==> src/sv/srb_pkg.sv <==
package srb_pkg;

    localparam int IDX_W  = 32;
    localparam int BYTE_W = 8;
    localparam int CNT_W  = 7;

    localparam logic [IDX_W-1:0] TOP_INDEX = '1;

endpackage

==> src/sv/stream_byte_reassembler_core.sv <==
// A transaction that delivers no byte passes through the look-up, insert and close states
// and shows its single result, freeing the block in the cycle after. One that completes a run
// of bytes scans the valid-flag memory one slot a cycle, then reads the data memory one byte
// a cycle. Results follow one per cycle and cannot be stalled; busy stays high until the last
// is shown. Synchronous active-low reset clears the counters, then holds busy high while
// every slot of the valid-flag memory is cleared.
module stream_byte_reassembler_core #(
    parameter int CAPACITY = 64
) (
    input  logic                        i_clk,
    input  logic                        i_rst_n,
    input  logic                        start,
    output logic                        busy,
    input  logic [srb_pkg::IDX_W-1:0]   i_byte_index,
    input  logic [srb_pkg::BYTE_W-1:0]  i_data_byte,
    input  logic                        i_ends_final,
    input  logic                        i_empty_final,
    output logic                        o_strobe,
    output logic                        o_out_valid,
    output logic [srb_pkg::BYTE_W-1:0]  o_out_byte,
    output logic                        o_last_of_run,
    output logic                        o_stream_closed,
    output logic [srb_pkg::CNT_W-1:0]   o_pending_bytes
);

    import srb_pkg::*;

    localparam int SLOT_W = $clog2(CAPACITY);

    typedef enum logic [2:0] {
        S_CLEAR,
        S_IDLE,
        S_LOOK,
        S_INS,
        S_SCAN,
        S_CLOSE,
        S_DRAIN
    } t_state;

    t_state              r_state;
    logic [IDX_W-1:0]    r_idx;
    logic [BYTE_W-1:0]   r_byte;
    logic                r_fin;
    logic                r_empty;
    logic [SLOT_W-1:0]   r_head;
    logic [SLOT_W-1:0]   r_scan;
    logic [CNT_W-1:0]    r_run;
    logic                r_ins;
    logic [IDX_W-1:0]    r_delivered;
    logic [CNT_W-1:0]    r_held;
    logic                r_end_known;
    logic [IDX_W-1:0]    r_end_pos;
    logic                r_closed;
    logic                r_rd_pend;
    logic                r_rd_last;
    logic                r_null_pend;

    logic [IDX_W:0]      diff;
    logic                in_window;
    logic [SLOT_W:0]     slot_sum;
    logic [SLOT_W-1:0]   ins_slot;
    logic                ins_ok;
    logic [IDX_W-1:0]    deliv_sum;
    logic [BYTE_W-1:0]   ram_rdata;
    logic                accept;
    logic [SLOT_W-1:0]   vld_raddr;
    logic [SLOT_W-1:0]   vld_waddr;
    logic                vld_we;
    logic                vld_wdata;
    logic                vld_rdata;

    function automatic logic [SLOT_W-1:0] next_slot(input logic [SLOT_W-1:0] s);
        logic [SLOT_W-1:0] res;
        if (s == SLOT_W'(CAPACITY - 1)) begin
            res = '0;
        end else begin
            res = s + SLOT_W'(1);
        end
        return res;
    endfunction

    assign accept = start && !busy;

    always_comb begin
        diff      = {1'b0, r_idx} - {1'b0, r_delivered};
        in_window = !diff[IDX_W] && (diff[IDX_W-1:0] < IDX_W'(CAPACITY))
                    && (r_idx != TOP_INDEX);
        slot_sum  = {1'b0, r_head} + {1'b0, diff[SLOT_W-1:0]};
        if (slot_sum >= (SLOT_W+1)'(CAPACITY)) begin
            slot_sum = slot_sum - (SLOT_W+1)'(CAPACITY);
        end
        ins_slot  = slot_sum[SLOT_W-1:0];
        ins_ok    = !r_empty && in_window && !vld_rdata;
        deliv_sum = r_delivered + IDX_W'(r_run);
    end

    assign vld_raddr = (r_state == S_LOOK) ? ins_slot :
                       (r_state == S_INS)  ? next_slot(r_head) : r_scan;
    assign vld_we    = (r_state == S_CLEAR) || (r_state == S_INS && ins_ok)
                       || (r_state == S_DRAIN);
    assign vld_waddr = (r_state == S_CLEAR) ? r_scan :
                       (r_state == S_INS)   ? ins_slot : r_head;
    assign vld_wdata = (r_state == S_INS);

    srb_ram #(
        .WIDTH(1),
        .DEPTH(CAPACITY)
    ) u_valid_ram (
        .i_clk  (i_clk),
        .i_we   (vld_we),
        .i_waddr(vld_waddr),
        .i_wdata(vld_wdata),
        .i_raddr(vld_raddr),
        .o_rdata(vld_rdata)
    );

    srb_ram #(
        .WIDTH(BYTE_W),
        .DEPTH(CAPACITY)
    ) u_data_ram (
        .i_clk  (i_clk),
        .i_we   (r_state == S_INS && ins_ok),
        .i_waddr(ins_slot),
        .i_wdata(r_byte),
        .i_raddr(r_head),
        .o_rdata(ram_rdata)
    );

    always_ff @(posedge i_clk) begin
        if (!i_rst_n) begin
            r_state     <= S_CLEAR;
            r_head      <= '0;
            r_scan      <= '0;
            r_run       <= '0;
            r_ins       <= 1'b0;
            r_delivered <= '0;
            r_held      <= '0;
            r_end_known <= 1'b0;
            r_end_pos   <= '0;
            r_closed    <= 1'b0;
            r_rd_pend   <= 1'b0;
            r_rd_last   <= 1'b0;
            r_null_pend <= 1'b0;
        end else begin
            r_rd_pend   <= 1'b0;
            r_rd_last   <= 1'b0;
            r_null_pend <= 1'b0;
            unique case (r_state)
                S_CLEAR: begin
                    r_scan <= next_slot(r_scan);
                    if (r_scan == SLOT_W'(CAPACITY - 1)) begin
                        r_state <= S_IDLE;
                    end
                end
                S_IDLE: begin
                    if (accept) begin
                        r_idx   <= i_byte_index;
                        r_byte  <= i_data_byte;
                        r_fin   <= i_ends_final;
                        r_empty <= i_empty_final;
                        r_state <= S_LOOK;
                    end
                end
                S_LOOK: begin
                    r_state <= S_INS;
                end
                S_INS: begin
                    r_ins <= ins_ok;
                    if (r_empty) begin
                        r_end_known <= 1'b1;
                        r_end_pos   <= r_idx;
                    end else if (r_fin) begin
                        r_end_known <= 1'b1;
                        r_end_pos   <= (r_idx == TOP_INDEX) ? r_idx : r_idx + IDX_W'(1);
                    end
                    if (ins_ok && diff[IDX_W-1:0] == '0) begin
                        r_run   <= CNT_W'(1);
                        r_scan  <= next_slot(next_slot(r_head));
                        r_state <= S_SCAN;
                    end else begin
                        r_run   <= '0;
                        r_state <= S_CLOSE;
                    end
                end
                S_SCAN: begin
                    if (r_run < CNT_W'(CAPACITY) && vld_rdata) begin
                        r_run  <= r_run + CNT_W'(1);
                        r_scan <= next_slot(r_scan);
                    end else begin
                        r_state <= S_CLOSE;
                    end
                end
                S_CLOSE: begin
                    r_delivered <= deliv_sum;
                    r_held      <= r_held + CNT_W'(r_ins) - r_run;
                    if (r_end_known && deliv_sum == r_end_pos) begin
                        r_closed <= 1'b1;
                    end
                    if (r_run == '0) begin
                        r_null_pend <= 1'b1;
                        r_state     <= S_IDLE;
                    end else begin
                        r_state <= S_DRAIN;
                    end
                end
                S_DRAIN: begin
                    r_head          <= next_slot(r_head);
                    r_run           <= r_run - CNT_W'(1);
                    r_rd_pend       <= 1'b1;
                    r_rd_last       <= (r_run == CNT_W'(1));
                    if (r_run == CNT_W'(1)) begin
                        r_state <= S_IDLE;
                    end
                end
                default: begin
                    r_state <= S_IDLE;
                end
            endcase
        end
    end

    assign busy            = (r_state != S_IDLE) || r_rd_pend || r_null_pend;
    assign o_strobe        = r_rd_pend || r_null_pend;
    assign o_out_valid     = r_rd_pend;
    assign o_out_byte      = r_rd_pend ? ram_rdata : '0;
    assign o_last_of_run   = r_rd_last || r_null_pend;
    assign o_stream_closed = r_closed;
    assign o_pending_bytes = r_held;

endmodule

==> src/sv/srb_ram.sv <==
module srb_ram #(
    parameter int WIDTH = 8,
    parameter int DEPTH = 64
) (
    input  logic                     i_clk,
    input  logic                     i_we,
    input  logic [$clog2(DEPTH)-1:0] i_waddr,
    input  logic [WIDTH-1:0]         i_wdata,
    input  logic [$clog2(DEPTH)-1:0] i_raddr,
    output logic [WIDTH-1:0]         o_rdata
);

    logic [WIDTH-1:0] r_mem [DEPTH];
    logic [WIDTH-1:0] r_rdata;

    always_ff @(posedge i_clk) begin
        if (i_we) begin
            r_mem[i_waddr] <= i_wdata;
        end
        r_rdata <= r_mem[i_raddr];
    end

    assign o_rdata = r_rdata;

endmodule

==> config.mk <==
export PLATFORM = sky130hd
export DESIGN_NAME = stream_byte_reassembler_core
export DESIGN_NICKNAME = d
export VERILOG_FILES = /design/src/sv/srb_pkg.sv /design/src/sv/stream_byte_reassembler_core.sv /design/src/sv/srb_ram.sv
export SDC_FILE = /design/constraint.sdc
export NUM_CORES = 1
export LEC_CHECK = 0
export BUFFER_PORTS_ARGS = -buffer_cell sky130_fd_sc_hd__buf_2
export CORE_MARGIN = 2
export CORE_UTILIZATION = 24
export DETAILED_ROUTE_END_ITERATION = 12
export SYNTH_ARGS = -nofsm -noshare
export SYNTH_HDL_FRONTEND = slang
export SYNTH_SLANG_ARGS = --single-unit
==> constraint.sdc <==
create_clock -name i_clk -period 6.3 [get_ports i_clk]
set_input_delay 0.945 -clock i_clk [delete_from_list [all_inputs] [get_ports i_clk]]
set_output_delay 0.945 -clock i_clk [all_outputs]
set_load 0.03 [all_outputs]
==> Word level (Yosys, flattened, before mapping) <==
Memories as Yosys holds them, arrays and structs flattened. A register that Yosys moved wholly into a read port is not among the register bits.
Cells that the tools add are included.
{ "word_totals": {"register_bits": 141, "mem_bits_rw": 576, "inputBits": 45, "out_inout_bits": 20, "wordCells": 123, "memories": 2} }
{ "mem_list": {"columns": ["name", "words", "word_bits", "rd", "rd_clocked_by_memory_dff", "write_ports", "line", "rtl"], "rows": [
  ["u_data_ram.r_mem", 64, 8, 1, 1, 1, "srb_ram.sv:13", "logic [WIDTH-1:0] r_mem [DEPTH];"],
  ["u_valid_ram.r_mem", 64, 1, 1, 1, 1, "srb_ram.sv:13", null]
]} }
{ "op_classes": {"add_sub_neg": 12, "magnitude_cmp": 3, "n_eq_ne": 20, "n_mux": 36, "reduce_logical": 33} }
{ "ops": {"columns": ["operator", "n"], "rows": [
  ["32-bit 2-to-1 mux", 3],
  ["6-bit 2-to-1 mux", 13],
  ["32-bit by 32-bit subtractor with 33-bit output", 1],
  ["32-bit by 1-bit adder with 32-bit output, second input constant", 1],
  ["32-bit by 7-bit adder with 32-bit output", 1],
  ["32-bit == test", 1],
  ["32-bit == test, second input constant", 1],
  ["32-bit logical NOT", 1],
  ["32-bit by 7-bit less-than comparator with 1-bit output, second input constant", 1],
  ["32-bit != test, second input constant", 1],
  ["3-bit case mux with 7 select lines", 1],
  ["7-bit case mux with 3 select lines", 1],
  ["6-bit by 1-bit adder with 6-bit output, second input constant", 3],
  ["6-bit == test, second input constant", 3],
  ["6-bit case mux with 3 select lines", 1],
  ["3-bit 2-to-1 mux", 5],
  ["1-bit 2-to-1 mux", 10],
  ["2-bit AND reduction", 5],
  ["3-bit == test, second input constant", 3],
  ["1-bit logical AND", 9],
  ["8-bit 2-to-1 mux", 1],
  ["2-bit != test, second input constant", 4],
  ["6-bit by 6-bit adder with 7-bit output", 1],
  ["7-bit by 1-bit adder with 7-bit output", 1],
  ["other kinds (20)", 32]
]} }

==> Logic depth before layout (Yosys ltp) <==
{ "depth": {"word_depth": 14, "depth_mapped": 17, "depth_no_buf": 16} }

==> Hierarchy <==
Synthesis repeated with hierarchy kept, for this count alone.
{ "unflattened": {"cells_unflattened": 2453, "area_unflattened_um2": 33489.6} }
{ "modules_own_cells": {"columns": ["module", "n_inst", "cells_per_inst", "area_per_inst_um2", "seq_area_each_um2"], "rows": [
  ["srb_ram at u_data_ram", 1, 940, 20166.8, 15534.9],
  ["stream_byte_reassembler_core", 1, 1309, 10408.7, 3243.1],
  ["srb_ram at u_valid_ram", 1, 204, 2914.0, 1941.9]
]} }

==> Worst setup path after synthesis <==
Ideal clock, no wire load.
{ "synth_path": {"path_kind": "register -> register", "from": "register r_idx[0]", "to": "memory u_data_ram.r_mem[39][0] (enable)", "setup_ps": 370, "t_arrival_ps": 3804, "t_required_ps": 5930, "slack_ps": 2126, "path_stages_with_launch": 17, "path_buffers": 2, "synth_period_minus_slack_ps": 4174, "path_cell_list": "edfxtp_1 > inv_1 > ha_1 > fa_1 > nand2b_1 > a21oi_2 > o2111ai_2 > o21ai_1 > mux2i_1 > nor4b_2 > nand4_1 > nor4_2 > nand4_2 > or3_1 > clkbuf_1 > buf_2 > nor2_1"} }
{ "synth_via": {"elab_chain_len": 9, "elab_cells_between_ends": 15, "classes_between": "add/sub: 3; order compare: 2; eq/ne: 1; mux: 3; reduce/logical: 6"} }
{ "synth_lines": {"columns": ["item", "line", "rtl"], "rows": [
  ["from (decl)", "stream_byte_reassembler_core.sv:41", "logic [IDX_W-1:0] r_idx;"],
  ["from (signal assigned)", "stream_byte_reassembler_core.sv:157", "r_idx <= i_byte_index;"],
  ["32-bit by 32-bit subtractor with 33-bit output", "stream_byte_reassembler_core.sv:85", "diff = {1'b0, r_idx} - {1'b0, r_delivered};"],
  ["32-bit by 7-bit less-than comparator with 1-bit output / 1-bit logical NOT (equally long branches)", "stream_byte_reassembler_core.sv:86", "in_window = !diff[IDX_W] && (diff[IDX_W-1:0] < IDX_W'(CAPACITY))"],
  ["1-bit logical AND", "stream_byte_reassembler_core.sv:86", null],
  ["1-bit logical AND", "stream_byte_reassembler_core.sv:87", "&& (r_idx != TOP_INDEX);"],
  ["1-bit logical AND (2 in a row)", "stream_byte_reassembler_core.sv:93", "ins_ok = !r_empty && in_window && !vld_rdata;"],
  ["1-bit logical AND", "stream_byte_reassembler_core.sv:122", ".i_we (r_state == S_INS && ins_ok),"],
  ["1-bit 2-to-1 mux", "srb_ram.sv:17", "if (i_we) begin"],
  ["1-bit 2-to-1 mux (not written as such)", "srb_ram.sv:18", "r_mem[i_waddr] <= i_wdata;"],
  ["to (decl)", "srb_ram.sv:13", null]
]} }
Several ways; a longest one is shown, not always the timed one.

==> Worst setup path after layout <==
{ "layout_path": {"from": "register r_idx[0]", "to": "memory u_data_ram.r_mem[36][0] (enable)"} }
The elaborated chain is that of the path after synthesis.

==> metrics.md <==
| Metric | Value |
|---|---|
| Flops & latches, synth | 726 |
| CTS H-tree depth | 3 |
| Wirelength per Cell | ~21 um |
| Outcome | complete, no violations |
| CTS Buf Count | between 70 and 80 |
| Seq pwr share | between 40% and 50% |
| CP Data Arrival Time | 5640 ps |
| Largest net degree at the start of global routing | 97 |
| Die Y | 375 um |
| CTS tree | yes |
| Setup violators final | 0 |
| Peak supply drop | approximately 180 uV |
| Nets@finish | roughly 2500 |
| Finished Cell Area | ~38000 um2 |
| Final ANT Viol Nets | 0 |
| Port Buffers | 64 |
| Vias in the first global route | roughly 20000 |
| Cell Pwr Density | around 290 nW/um2 |
| Clk_lat worst skew | around 660 ps |
| CTS resizes | 0 |
| Die W | approximately 380 um |
| Post-synth top area share | between 50 and 60% |
| RSZ-0062 raised after global routing | no |
| DRC Markers | 0 |
| Mapped Cells | 2341 |
| Fin util | 27.9% |
| Mapped cell area | between 30000 and 40000 um2 |
| CTS root buf | clkbuf_16 |
| Distinct cells, synth | 78 |
| Worst slack at placement | roughly 1000 ps |
| DIE AREA | around 140000 um2 |
| Clk sinks | roughly 730 |
| Clock Skew | about 70 ps |
| Post-route minimum period | between 5000 and 6000 ps |
| Critical path endpoint category | register |
| Static leakage | ~12 nW |
| Internal Pwr Total | ~8.4 mW |
| Initial core utilization | roughly a quarter |
| CP Launch Type | register |
| Clk pin slew, worst setup/hold paths | roughly 60 ps |
| Layout area overhead | 15.4% |
| Bufs on Longest Clock Path | 3 |
| Global-route congestion overflow total | 0 |
| Fraction of registers with async set/reset | 0% |
| Register area share after synthesis | between 60% and 70% |
| DP Wirelength | about 58000 um |
| YS warnings | 0 |
| Clock share of power | between 40% and 50% |
| Ports | 65 |
| WS Path Type | register to register |
| Syn_nets | 2454 |
| Hold_sp | i_data_byte[3] |
| Core area | 137000 um2 |
| Hold Fails Final Rpt | 0 |
| Largest area contributor in the netlist | edfxtp_1 |
| Drt initial violations | ~2100 |
| Switching power | roughly 2.8 mW |
| Worst slew pin tran | 1100 ps |
| Final setup TNS | 0 ps |
| GPL Wtd Cong | roughly 0.85 |
| Top post-synthesis cells by area | edfxtp_1 (56%), mux4_2 (12%), dfxtp_1 (6.5%) |
| FP Rows | between 100 and 150 |
| First-pass GRT wire length | around 130000 um |
| Total track usage | between 10% and 20% |
| Placement Cell Area | ~35000 um2 |
| Routed wire length | about 90000 um |
| Antenna violations before repair | 7 |
| Worst r2r src | r_idx[0]$_DFFE_PP_ |
| Max-slew violations | 0 |
| Start point of the critical path | r_idx[0]$_DFFE_PP_ |
| Worst setup margin | just over 900 ps |
| CTS Hold Bufs | 0 |
| Top_reg_cell synth | edfxtp_1 |
| Post-CTS Setup Bufs | 0 |
| Vias per cell | roughly 4.8 |
| Crit Path Max Fanout | 16 |
| Max-Cap Viols | 0 |
| Final period utilization | a little under nine tenths |
| Layout cells sized above 1 | between 15 and 20% |
| Share of power burned in combinational logic | 9.3% |
| Switching share of total power | around a quarter |
| Max Fclk | around 190 MHz |
| CP required | 6570 ps |
| Slew headroom | a little over a quarter |
| Hold Crit Class | input port to register |
| Total number of vias | roughly 20000 |
| Drt pass-1 iters | 6 |
| Mapped Avg Cell Area | roughly 14 um2 |
| Number of flops mapped to enable cells by yosys | a little over 600 |
==> metrics by stage <==
step,instances,hold WS (ps),power (mW)
3_5_place_dp,4109,457,6.48
6_report,4257,453,11.2
2_1_floorplan,2341,432,6.15
4_1_cts,4254,418,11.3
3_3_place_gp,4109,446,6.47
5_1_grt,4256,430,11.6
==> area by class of cell <==
cell class	instances	area (um2)
Antenna cell	3	7.51
Tap cell	1794	2240
Clock inverter	49	702
Inverter	69	259
Clock buffer	96	2030
Fill cell	13817	98900
Multi-Input combinational cell	1429	11700
Sequential cell	726	20700
Timing Repair Buffer	91	536
==> critical path, cell delays in order (launching register included) <==
cell and delay (ps):
edfxtp_1 400, inv_1 80, ha_1 230, fa_1 400, nand2b_1 200, a21oi_2 260, o2111ai_2 230, o21ai_2 270
xor2_1 90, nor4_1 330, nand4_1 170, nor4_2 360, nand4_2 410, or3_1 830, nor2_1 730
==> cells by family after synthesis <==
logic type | share of synthesized area [%]
adders and majority gates | 2.66
muxes | 12.7
DFF | 62.6
xor gates and xnor gates | 3.65
buffers and inverters | 2.16
and+or+nand+nor | 9.58
AOI/OAI and AO/OA | 6.67
==> path summary, 6_finish.rpt <==
check                                                          to  slack [ps]  cells past startpoint
worst max register to register  u_data_ram.r_mem[36][0]$_DFFE_PP_         930                     14
worst min-delay path                          r_byte[3]$_DFFE_PP_         450                      1
worst min register to register                 r_ins$_SDFFE_PN0P_         470                      2
worst max-delay path            u_data_ram.r_mem[36][0]$_DFFE_PP_         930                     14
==> flip-flops by register name, indices dropped and copies added (netlist names), 6 cells and up <==
| register | count |
|---|---|
| u_data_ram.r_mem | 512 |
| u_valid_ram.r_mem | 64 |
| r_delivered | 32 |
| r_end_pos | 32 |
| r_idx | 32 |
| r_byte | 8 |
| u_data_ram.o_rdata | 8 |
| o_pending_bytes | 7 |
| r_run | 7 |
| r_head | 6 |
| r_scan | 6 |
==> cell usage after synthesis (all sizes together) (6+ instances only) <==
master,count
edfxtp,618
nor2,261
mux4,176
nand2,151
a21oi,111
dfxtp,108
xnor2,91
clkbuf,90
inv,68
ha,64
o21ai,59
a211oi,58
nor3,53
nand3,52
xor2,47
nand4,38
buf,27
mux2i,24
or3,21
nor2b,18
nand2b,16
a31oi,15
a21o,14
and2,14
and3,12
nor4,10
o211ai,10
o21a,10
or2,10
o21bai,8
o22ai,8
a211o,6
and4,6
==> cell usage in the layout, fill, tap and decap left out, types with 10 or more instances in the layout <==
master / n
edfxtp_1: 618
nor2_1: 254
mux4_2: 176
nand2_1: 151
a21oi_1: 107
dfxtp_1: 104
xnor2_1: 91
clkbuf_16: 78
inv_1: 66
ha_1: 64
buf_2: 64
a211oi_1: 58
nor3_1: 53
nand3_1: 52
xor2_1: 47
o21ai_0: 46
nand4_1: 37
buf_4: 26
mux2i_1: 24
or3_1: 21
nor2b_1: 18
clkbuf_1: 17
nand2b_1: 16
a31oi_1: 15
a21o_1: 14
and2_1: 13
and3_1: 12
bufinv_16: 12
o21ai_1: 11
clkinv_1: 10
o211ai_1: 10
o21a_1: 10
clkinv_2: 10
==> power by group through the flow <==
stage	Clock (mW)	Sequential, mW	Combinational, mW
after floorplan	0	5.43	0.729
after global placement	0	5.42	1.04
after detailed placement	0	5.43	1.05
after CTS	4.96	5.32	1.05
after global routing	5.13	5.33	1.17
final	4.87	5.33	1.05
==> routing by layer <==
metal  part of all wire, %  up-vias  GRT usage (%)
met3                   6.6      140           2.22
met2                    48      775           20.1
met1                    43    10332           16.4
li1                      -     9134              -
met5                 0.025        -              0
met4                   3.0        4           4.06
Power figures use the tool's default switching activity.
